File: src/rtl/core/bba_pkg.sv
// Shared constants, codes and types for the bitmap block allocator.
// Used by every module of the allocator core except bba_ram, and by its checker.
`timescale 1ns / 1ps
`default_nettype none

package bba_pkg;

  localparam int NUM_BLOCKS = 4096;
  localparam int WORD_BITS  = 32;
  localparam int MAP_WORDS  = NUM_BLOCKS / WORD_BITS;
  localparam int ADDR_W     = $clog2(MAP_WORDS);
  localparam int POS_W      = $clog2(WORD_BITS);
  localparam int BLK_W      = $clog2(NUM_BLOCKS);
  localparam int CNT_W      = 13;
  localparam int CMD_W      = 2;
  localparam int STAT_W     = 2;
  localparam int DATA_W     = 32;
  localparam int PADDR_W    = 3;

  localparam logic [CNT_W-1:0]   LIMIT_MAX = CNT_W'(NUM_BLOCKS);
  localparam logic [PADDR_W-3:0] REG_TOTAL = '0;

  typedef enum logic [CMD_W-1:0] {
    CMD_ALLOC,
    CMD_FREE,
    CMD_TEST,
    CMD_RSVD
  } cmd_e;

  typedef enum logic [STAT_W-1:0] {
    ST_OK,
    ST_FULL,
    ST_RANGE,
    ST_FREE
  } status_e;

  typedef enum logic [1:0] {
    S_IDLE,
    S_SCAN,
    S_RMW,
    S_DONE
  } state_e;

  typedef struct packed {
    logic [BLK_W-1:0] blk;
    status_e          status;
    logic             bitv;
    logic [CNT_W-1:0] free;
  } res_t;

endpackage

`default_nettype wire

File: src/rtl/core/bba_ram.sv
// Generic simple dual-port RAM: one write port, one registered read port.
// No dependencies.
`timescale 1ns / 1ps
`default_nettype none

module bba_ram #(
  parameter int WIDTH = 32,
  parameter int DEPTH = 128
) (
  input  wire logic                     clk_i,
  input  wire logic                     wr_en_i,
  input  wire logic [$clog2(DEPTH)-1:0] wr_addr_i,
  input  wire logic [WIDTH-1:0]         wr_data_i,
  input  wire logic                     rd_en_i,
  input  wire logic [$clog2(DEPTH)-1:0] rd_addr_i,
  output      logic [WIDTH-1:0]         rd_data_o
);

  logic [WIDTH-1:0] mem_q [DEPTH];

  always_ff @(posedge clk_i) begin
    if (wr_en_i) begin
      mem_q[wr_addr_i] <= wr_data_i;
    end
  end

  always_ff @(posedge clk_i) begin
    if (rd_en_i) begin
      rd_data_o <= mem_q[rd_addr_i];
    end
  end

endmodule

`default_nettype wire

File: src/rtl/core/bba_cfg.sv
// APB register bank holding total_blocks and giving the saturated allocation limit.
// Depends on bba_pkg.
`timescale 1ns / 1ps
`default_nettype none

module bba_cfg (
  input  wire logic                         clk_i,
  input  wire logic                         rst_ni,
  input  wire logic                         psel,
  input  wire logic                         penable,
  input  wire logic                         pwrite,
  input  wire logic [bba_pkg::PADDR_W-1:0]  paddr,
  input  wire logic [bba_pkg::DATA_W-1:0]   pwdata,
  output      logic [bba_pkg::DATA_W-1:0]   prdata,
  output      logic                         pready,
  output      logic [bba_pkg::CNT_W-1:0]    limit_o
);
  import bba_pkg::*;

  logic [CNT_W-1:0] total_q, total_d;
  logic             hit;

  assign pready = 1'b1;
  assign hit    = (paddr[PADDR_W-1:2] == REG_TOTAL);

  always_comb begin
    total_d = total_q;
    if (psel && penable && pwrite && pready && hit) begin
      total_d = pwdata[CNT_W-1:0];
    end
  end

  always_ff @(posedge clk_i or negedge rst_ni) begin
    if (!rst_ni) begin
      total_q <= LIMIT_MAX;
    end else begin
      total_q <= total_d;
    end
  end

  assign prdata  = hit ? DATA_W'(total_q) : '0;
  assign limit_o = (total_q > LIMIT_MAX) ? LIMIT_MAX : total_q;

endmodule

`default_nettype wire

File: src/rtl/core/bba_engine.sv
// Command sequencer: word scan for allocate, read-modify-write for free, read for test.
// Depends on bba_pkg; drives the bitmap RAM ports and the result register.
`timescale 1ns / 1ps
`default_nettype none

module bba_engine (
  input  wire logic                        clk_i,
  input  wire logic                        rst_ni,
  input  wire logic [bba_pkg::CNT_W-1:0]   limit_i,
  input  wire logic                        in_valid_i,
  output      logic                        in_stall_o,
  input  wire logic [bba_pkg::CMD_W-1:0]   command_i,
  input  wire logic [bba_pkg::BLK_W-1:0]   block_number_i,
  output      logic                        out_valid_o,
  input  wire logic                        out_stall_i,
  output      bba_pkg::res_t               res_o,
  output      logic                        rd_en_o,
  output      logic [bba_pkg::ADDR_W-1:0]  rd_addr_o,
  input  wire logic [bba_pkg::WORD_BITS-1:0] rd_data_i,
  output      logic                        wr_en_o,
  output      logic [bba_pkg::ADDR_W-1:0]  wr_addr_o,
  output      logic [bba_pkg::WORD_BITS-1:0] wr_data_o
);
  import bba_pkg::*;

  state_e               state_q, state_d;
  cmd_e                 cmd_q, cmd_d;
  logic [BLK_W-1:0]     blk_q, blk_d;
  logic [CNT_W-1:0]     lim_q, lim_d;
  logic [ADDR_W-1:0]    chk_q, chk_d;
  logic [CNT_W-1:0]     used_q, used_d;
  logic [BLK_W-1:0]     res_blk_q, res_blk_d;
  status_e              status_q, status_d;
  logic                 bitv_q, bitv_d;
  logic [MAP_WORDS-1:0] valid_q;
  logic                 rd_vld_q;
  logic                 out_valid_q;
  res_t                 res_q;
  logic                 out_load;

  logic [WORD_BITS-1:0] word;
  logic [CNT_W-1:0]     rem;
  logic [WORD_BITS-1:0] cand;
  logic                 found;
  logic [POS_W-1:0]     pos;
  logic [ADDR_W:0]      chk_nx;
  logic                 last;
  logic [POS_W-1:0]     bit_idx;
  logic                 bit_rd;
  logic                 in_alloc;
  logic                 in_range;
  logic                 lim_zero;

  // Words never written read as all free.
  assign word = rd_vld_q ? rd_data_i : '0;

  always_comb begin
    rem = lim_q - CNT_W'({chk_q, {POS_W{1'b0}}});
    for (int o = 0; o < WORD_BITS; o++) begin
      cand[o] = !word[WORD_BITS-1-o] && (rem > CNT_W'(o));
    end
    found = |cand;
    pos   = '0;
    for (int o = WORD_BITS-1; o >= 0; o--) begin
      if (cand[o]) begin
        pos = POS_W'(o);
      end
    end
  end

  assign chk_nx   = {1'b0, chk_q} + 1'b1;
  assign last     = (CNT_W'({chk_nx, {POS_W{1'b0}}}) >= lim_q);
  assign bit_idx  = POS_W'(WORD_BITS-1) - blk_q[POS_W-1:0];
  assign bit_rd   = word[bit_idx];
  assign in_alloc = (cmd_e'(command_i) == CMD_ALLOC);
  assign in_range = ({1'b0, block_number_i} >= limit_i);
  assign lim_zero = (limit_i == '0);

  always_comb begin
    state_d = state_q;
    unique case (state_q)
      S_IDLE: begin
        if (in_valid_i) begin
          if (in_alloc) begin
            state_d = lim_zero ? S_DONE : S_SCAN;
          end else begin
            state_d = in_range ? S_DONE : S_RMW;
          end
        end
      end
      S_SCAN: begin
        if (found || last) begin
          state_d = S_DONE;
        end
      end
      S_RMW: begin
        state_d = S_DONE;
      end
      S_DONE: begin
        if (out_load) begin
          state_d = S_IDLE;
        end
      end
      default: state_d = S_IDLE;
    endcase
  end

  always_comb begin
    rd_en_o   = 1'b0;
    rd_addr_o = '0;
    wr_en_o   = 1'b0;
    wr_addr_o = chk_q;
    wr_data_o = word;
    cmd_d     = cmd_q;
    blk_d     = blk_q;
    lim_d     = lim_q;
    chk_d     = chk_q;
    used_d    = used_q;
    res_blk_d = res_blk_q;
    status_d  = status_q;
    bitv_d    = bitv_q;
    out_load  = 1'b0;
    unique case (state_q)
      S_IDLE: begin
        if (in_valid_i) begin
          cmd_d    = cmd_e'(command_i);
          blk_d    = block_number_i;
          lim_d    = limit_i;
          chk_d    = '0;
          bitv_d   = 1'b0;
          status_d = ST_OK;
          rd_en_o  = 1'b1;
          if (in_alloc) begin
            rd_addr_o = '0;
            res_blk_d = '0;
            if (lim_zero) begin
              status_d = ST_FULL;
            end
          end else begin
            rd_addr_o = block_number_i[BLK_W-1:POS_W];
            res_blk_d = block_number_i;
            if (in_range) begin
              status_d = ST_RANGE;
            end
          end
        end
      end
      S_SCAN: begin
        rd_en_o   = 1'b1;
        rd_addr_o = chk_nx[ADDR_W-1:0];
        if (found) begin
          wr_en_o   = 1'b1;
          wr_addr_o = chk_q;
          wr_data_o = word | (WORD_BITS'(1) << (POS_W'(WORD_BITS-1) - pos));
          used_d    = used_q + 1'b1;
          res_blk_d = {chk_q, pos};
        end else if (last) begin
          status_d = ST_FULL;
        end else begin
          chk_d = chk_nx[ADDR_W-1:0];
        end
      end
      S_RMW: begin
        bitv_d = bit_rd;
        if (cmd_q == CMD_FREE) begin
          if (bit_rd) begin
            wr_en_o   = 1'b1;
            wr_addr_o = blk_q[BLK_W-1:POS_W];
            wr_data_o = word & ~(WORD_BITS'(1) << bit_idx);
            used_d    = used_q - 1'b1;
          end else begin
            status_d = ST_FREE;
          end
        end
      end
      S_DONE: begin
        out_load = !out_valid_q || !out_stall_i;
      end
      default: begin
        out_load = 1'b0;
      end
    endcase
  end

  always_ff @(posedge clk_i or negedge rst_ni) begin
    if (!rst_ni) begin
      state_q     <= S_IDLE;
      used_q      <= '0;
      valid_q     <= '0;
      rd_vld_q    <= 1'b0;
      out_valid_q <= 1'b0;
    end else begin
      state_q <= state_d;
      used_q  <= used_d;
      if (wr_en_o) begin
        valid_q[wr_addr_o] <= 1'b1;
      end
      if (rd_en_o) begin
        rd_vld_q <= valid_q[rd_addr_o];
      end
      if (out_load) begin
        out_valid_q <= 1'b1;
      end else if (!out_stall_i) begin
        out_valid_q <= 1'b0;
      end
    end
  end

  always_ff @(posedge clk_i) begin
    cmd_q     <= cmd_d;
    blk_q     <= blk_d;
    lim_q     <= lim_d;
    chk_q     <= chk_d;
    res_blk_q <= res_blk_d;
    status_q  <= status_d;
    bitv_q    <= bitv_d;
    if (out_load) begin
      res_q.blk    <= res_blk_q;
      res_q.status <= status_q;
      res_q.bitv   <= bitv_q;
      res_q.free   <= (lim_q > used_q) ? (lim_q - used_q) : '0;
    end
  end

  assign in_stall_o  = (state_q != S_IDLE);
  assign out_valid_o = out_valid_q;
  assign res_o       = res_q;

endmodule

`default_nettype wire

File: src/rtl/core/bitmap_block_allocator_core.sv
// Top level of the first-fit bitmap block allocator.
// Depends on bba_pkg, bba_cfg, bba_engine and bba_ram.
//
// Usage:
//   Input beats carry command_i (allocate, free, test) and block_number_i and
//   are taken when in_valid_i is high and in_stall_o is low. Each beat gives
//   one output beat with result_block_o, status_o, bit_value_o, free_count_o,
//   taken when out_valid_o is high and out_stall_i is low.
//   The bitmap lives in a 128 x 32 RAM with a registered read port.
//   Allocate streams one bitmap word per cycle through a first-free search,
//   sets the first free bit it finds below the limit and then loads the
//   result. Free reads, modifies and writes one word; test only reads one.
//   An out-of-range block or a zero limit goes straight to the result with
//   no scan or write. One command is in work at a time; the next beat is
//   taken in the cycle after the result is loaded.
//   The result register holds while out_stall_i is high, and a new beat may
//   be taken and worked on meanwhile up to its result.
//   Reset marks every bitmap word as never written (all free) at once, with
//   no clearing pass, zeroes the used count and sets total_blocks to 4096.
//   total_blocks sits at APB byte address 0; write it only while idle.
`timescale 1ns / 1ps
`default_nettype none

module bitmap_block_allocator_core (
  input  wire logic                        clk_i,
  input  wire logic                        rst_ni,
  input  wire logic                        in_valid_i,
  output      logic                        in_stall_o,
  input  wire logic [bba_pkg::CMD_W-1:0]   command_i,
  input  wire logic [bba_pkg::BLK_W-1:0]   block_number_i,
  output      logic                        out_valid_o,
  input  wire logic                        out_stall_i,
  output      logic [bba_pkg::BLK_W-1:0]   result_block_o,
  output      logic [bba_pkg::STAT_W-1:0]  status_o,
  output      logic                        bit_value_o,
  output      logic [bba_pkg::CNT_W-1:0]   free_count_o,
  input  wire logic                        psel,
  input  wire logic                        penable,
  input  wire logic                        pwrite,
  input  wire logic [bba_pkg::PADDR_W-1:0] paddr,
  input  wire logic [bba_pkg::DATA_W-1:0]  pwdata,
  output      logic [bba_pkg::DATA_W-1:0]  prdata,
  output      logic                        pready
);
  import bba_pkg::*;

  logic [CNT_W-1:0]     limit;
  res_t                 res;
  logic                 rd_en;
  logic [ADDR_W-1:0]    rd_addr;
  logic [WORD_BITS-1:0] rd_data;
  logic                 wr_en;
  logic [ADDR_W-1:0]    wr_addr;
  logic [WORD_BITS-1:0] wr_data;

  bba_cfg u_cfg (
    .clk_i   (clk_i),
    .rst_ni  (rst_ni),
    .psel    (psel),
    .penable (penable),
    .pwrite  (pwrite),
    .paddr   (paddr),
    .pwdata  (pwdata),
    .prdata  (prdata),
    .pready  (pready),
    .limit_o (limit)
  );

  bba_engine u_engine (
    .clk_i          (clk_i),
    .rst_ni         (rst_ni),
    .limit_i        (limit),
    .in_valid_i     (in_valid_i),
    .in_stall_o     (in_stall_o),
    .command_i      (command_i),
    .block_number_i (block_number_i),
    .out_valid_o    (out_valid_o),
    .out_stall_i    (out_stall_i),
    .res_o          (res),
    .rd_en_o        (rd_en),
    .rd_addr_o      (rd_addr),
    .rd_data_i      (rd_data),
    .wr_en_o        (wr_en),
    .wr_addr_o      (wr_addr),
    .wr_data_o      (wr_data)
  );

  bba_ram #(
    .WIDTH (WORD_BITS),
    .DEPTH (MAP_WORDS)
  ) u_map_ram (
    .clk_i     (clk_i),
    .wr_en_i   (wr_en),
    .wr_addr_i (wr_addr),
    .wr_data_i (wr_data),
    .rd_en_i   (rd_en),
    .rd_addr_i (rd_addr),
    .rd_data_o (rd_data)
  );

  assign result_block_o = res.blk;
  assign status_o       = res.status;
  assign bit_value_o    = res.bitv;
  assign free_count_o   = res.free;

endmodule

`default_nettype wire

File: config.mk
export PLATFORM = sky130hd
export DESIGN_NAME = bitmap_block_allocator_core
export DESIGN_NICKNAME = d
export VERILOG_FILES = /design/src/rtl/core/bba_pkg.sv /design/src/rtl/core/bba_ram.sv /design/src/rtl/core/bba_cfg.sv /design/src/rtl/core/bba_engine.sv /design/src/rtl/core/bitmap_block_allocator_core.sv
export SDC_FILE = /design/constraint.sdc
export NUM_CORES = 2
export LEC_CHECK = 0
export BUFFER_PORTS_ARGS = -buffer_cell sky130_fd_sc_hd__buf_2
export CAP_MARGIN = 20
export CORE_MARGIN = 10
export CORE_UTILIZATION = 57
export DETAILED_ROUTE_END_ITERATION = 6
export GPL_ROUTABILITY_DRIVEN = 0
export HOLD_SLACK_MARGIN = 0.08
export PLACE_DENSITY = 0.76
export SLEW_MARGIN = 0
export SYNTH_ARGS = -nofsm -noshare
export SYNTH_HDL_FRONTEND = slang
export SYNTH_HIERARCHICAL = 1
export SYNTH_SLANG_ARGS = --single-unit
File: constraint.sdc
create_clock -name clk_i -period 9.85 [get_ports clk_i]
set_input_delay 0.4925 -clock clk_i [delete_from_list [all_inputs] [get_ports clk_i]]
set_output_delay 0.4925 -clock clk_i [all_outputs]
set_load 0.05 [all_outputs]
==> metrics.csv <==
metric,value,unit
outcome,"finished, violations left",
violations,design-rule violations,
vias_per_cell,7.120,
synthArstFlopShare,3.621,%
max_freq,131.2,MHz
hp-class,in2async,
setup_viol,0,
slowest_stage,nor2_4,
regToRegSetupSlack,2230,ps
ys_ff_latch,4363,
yosysWarningCount,6,
cts_tree,done,
finalHoldViolCount,0,
crit_cells,17,
crit_path_end_kind,register,
ir_worst_vdd,233.3,uV
cp.required,10440,ps
p_leak,61.06,nW
p_int,38.10,mW
synth_edf_count,4205,
final_area,192200,um^2
worst-path-max-fanout,46,
skew,58.42,ps
syn_avg_cell_area,22.61,um^2
final_max_slew_viol_count,0,
grt_pass1_vias,88061,
seq_power_share,41.3,%
place_worst_setup_slack,2643,ps
row_count,201,
io_buffers,77,
ios,119,
dr.pass1.iters,7,
synth.area.top_cells,"edfxtp_1, mux4_2, dfrtp_1",
startpoint_type,register,
die_y,568.4,um
path_common_cell,buf_4,
dpl.cell_count,11459,
crit_chain,"buf_4, and2_1, o21ai_0, a221oi_1, a211oi_1, a211o_1, o31ai_1, buf_4, and3_1, nor2_1, a21oi_1, inv_1, buf_4, nor2b_1, nand2_2, nor2_4, buf_4",
dpl_cell_area,178600,um^2
coreArea,299500,um^2
grt_pass1_wl,667600,um
drt_iter0_markers,15768,
clk_pin_slew_worst_paths,70,ps
grt-ovfl-total,0,
ys_dominant_reg_cell,edfxtp_1,
grt_max_degree,148,
p_comb_share,31.2,%
rr_endpoint,u_map_ram/mem_q[66][12]$_DFFE_PP_,
synthCells,7582,
ys_seq_area_share,75.96,%
power_density,296.3,nW/um^2
fillCellCount,17911,
ant_nets,0,
synth_top_area_share,73.65,%
cap_violations,0,
hold_slack,141.8,ps
critPathBufInv,5,
worst_skew_pair.late_latency,930,ps
power.total,56.94,mW
reg2regPathDepth,17,
cts_setup_buffers,0,
p_sw,18.84,mW
worst_slack,2229,ps
synth_commonest_cells,"edfxtp_1, mux4_2, clkbuf_1, nand2_1, nor2_1",
p_sw_share,33.09,%
numCtsBuffers,407,
period_share,77.37,%
cp_top_family,simple AND/OR/NAND/NOR gates,
cts.sinks,4363,
fin_tns_setup,0,ps
drive_above_1_share,30.40,%
timing.slew.headroom,13.84,%
remaining_drc_errors,33,
start_util,57.24,%
yosys.area.top_type,edfxtp_1,
tightest_slew,1288,ps
r2r-start,u_engine/rd_vld_q$_DFFE_PN0P_,
root_buffer,clkbuf_16,
routedWlPerCell,39.45,um
grt_antenna_before_repair,31,
nNetsFinal,8072,
p_clk_share,27.4,%
die_w,568.4,um
grt_use_total,28.75,%
wl,483800,um
slowest_delay,1050,ps
critPathKind,reg2reg,
synth_most_common_cell,edfxtp_1,
grt_setup_unrepaired,no,
stdcell_count,12263,
netlist_area,171400,um^2
h-tree-depth,5,
num_vias,87316,
fin_crit,7621,ps
die-area,323100,um^2
crit_arrival,8210,ps
area_growth_syn_to_layout,12.11,%
yosysUniqueCellTypes,94,
final_util,64.17,%
cts_max_path_buffers,4,
hpwlAfterDp,239000,um
timing repair:
| action | 4_1_cts | 5_1_grt |
|---|---|---|
| hold buffers | 29 | 0 |
| resized for setup | 0 | 0 |
| hold endpoints to repair | 115 | 0 |
placed cells by master (no fill, tap or decap), drive strengths merged, types with 54 or more instances in the layout:
| cell | instances |
|---|---|
| mux2 | 54 |
| a21o | 155 |
| a21oi | 77 |
| edfxtp | 4205 |
| dfrtp | 157 |
| clkinv | 179 |
| nand2 | 233 |
| ha | 56 |
| mux4 | 1344 |
| inv | 78 |
| clkbuf | 503 |
| buf | 340 |
| o21ai | 64 |
| nor2 | 204 |
| nand3 | 69 |
power groups by stage:
stage	Clock, mW	Sequential (mW)	Combinational, mW
6_report	15.6	23.5	17.8
2_1_floorplan	0	24.4	10.1
3_5_place_dp	0	23.9	16.7
4_1_cts	15.6	23.5	17.1
3_3_place_gp	0	23.9	16.3
5_1_grt	16.3	23.6	18.2
how the worst max path moves through the flow:
| stage | start | end | slack (ps) |
|---|---|---|---|
| 2_1_floorplan | u_engine/chk_q[0]$_SDFFCE_PN0P_ | u_map_ram/mem_q[0][21]$_DFFE_PP_ | -30 |
| 3_3_place_gp | u_engine/lim_q[5]$_DFFE_PP_ | u_map_ram/mem_q[92][10]$_DFFE_PP_ | 2780 |
| 3_5_place_dp | u_engine/lim_q[5]$_DFFE_PP_ | u_map_ram/mem_q[93][10]$_DFFE_PP_ | 2640 |
| 4_1_cts | u_engine/rd_vld_q$_DFFE_PN0P_ | u_map_ram/mem_q[66][20]$_DFFE_PP_ | 2580 |
| 5_1_grt | u_engine/rd_vld_q$_DFFE_PN0P_ | u_map_ram/mem_q[66][12]$_DFFE_PP_ | 2030 |
| 6_report | u_engine/rd_vld_q$_DFFE_PN0P_ | u_map_ram/mem_q[66][12]$_DFFE_PP_ | 2230 |
cell type report:
| class | instances | area (um^2) | area share, % |
|---|---|---|---|
| tap | 3958 | 4952 | 2.577 |
| clock buffer | 503 | 10780 | 5.608 |
| sequential | 4363 | 130200 | 67.75 |
| clock inverter | 235 | 2085 | 1.085 |
| timing repair buffer | 369 | 3278 | 1.706 |
| antenna | 19 | 47.55 | 0.02474 |
| multi-input combinational | 2744 | 40540 | 21.09 |
| inverter | 72 | 297.8 | 0.1549 |
sequential cells by signal, indices dropped and copies added, names as in the netlist, 2 cells and up:
signal               cells
u_map_ram/rd_data_o     32
u_engine/res_o          28
u_engine/res_blk_q      12
u_engine/chk_q           7
u_engine/used_q         13
u_engine/valid_q       128
u_engine/blk_q          12
u_engine/state_q         2
u_engine/lim_q          13
u_engine/cmd_q           2
u_cfg/total_q           13
u_engine/status_q        2
u_map_ram/mem_q       4096
cell families (layout without fill, tap and decap cells):
| family | count (synthesis) | in the layout | synth area share [%] |
|---|---|---|---|
| XOR/XNOR | 27 | 27 | 0.1379 |
| AO/OA/AOI/OAI | 487 | 487 | 2.009 |
| multiplexers | 1410 | 1410 | 18.10 |
| flip-flops | 4363 | 4363 | 75.96 |
| adder cells (fa/ha/maj) | 59 | 59 | 0.4437 |
| buffers and inverters | 493 | 1179 | 1.249 |
| other | 2 | 39 | 0.004380 |
| AND/OR/NAND/NOR | 741 | 741 | 2.093 |
metal layers:
layer  vias to the layer above  share of wire (%)  wire length [um]  track usage (%)
met2                      7511                 48            231300            44.63
met1                     45434                 32            156100            37.62
met3                      1429                 14             67160            8.871
met5                         -              0.037               180                0
li1                      32914                  -                 -                -
met4                        28                6.0             29080            13.78
No activity file was read; power rests on OpenSTA's default activity.
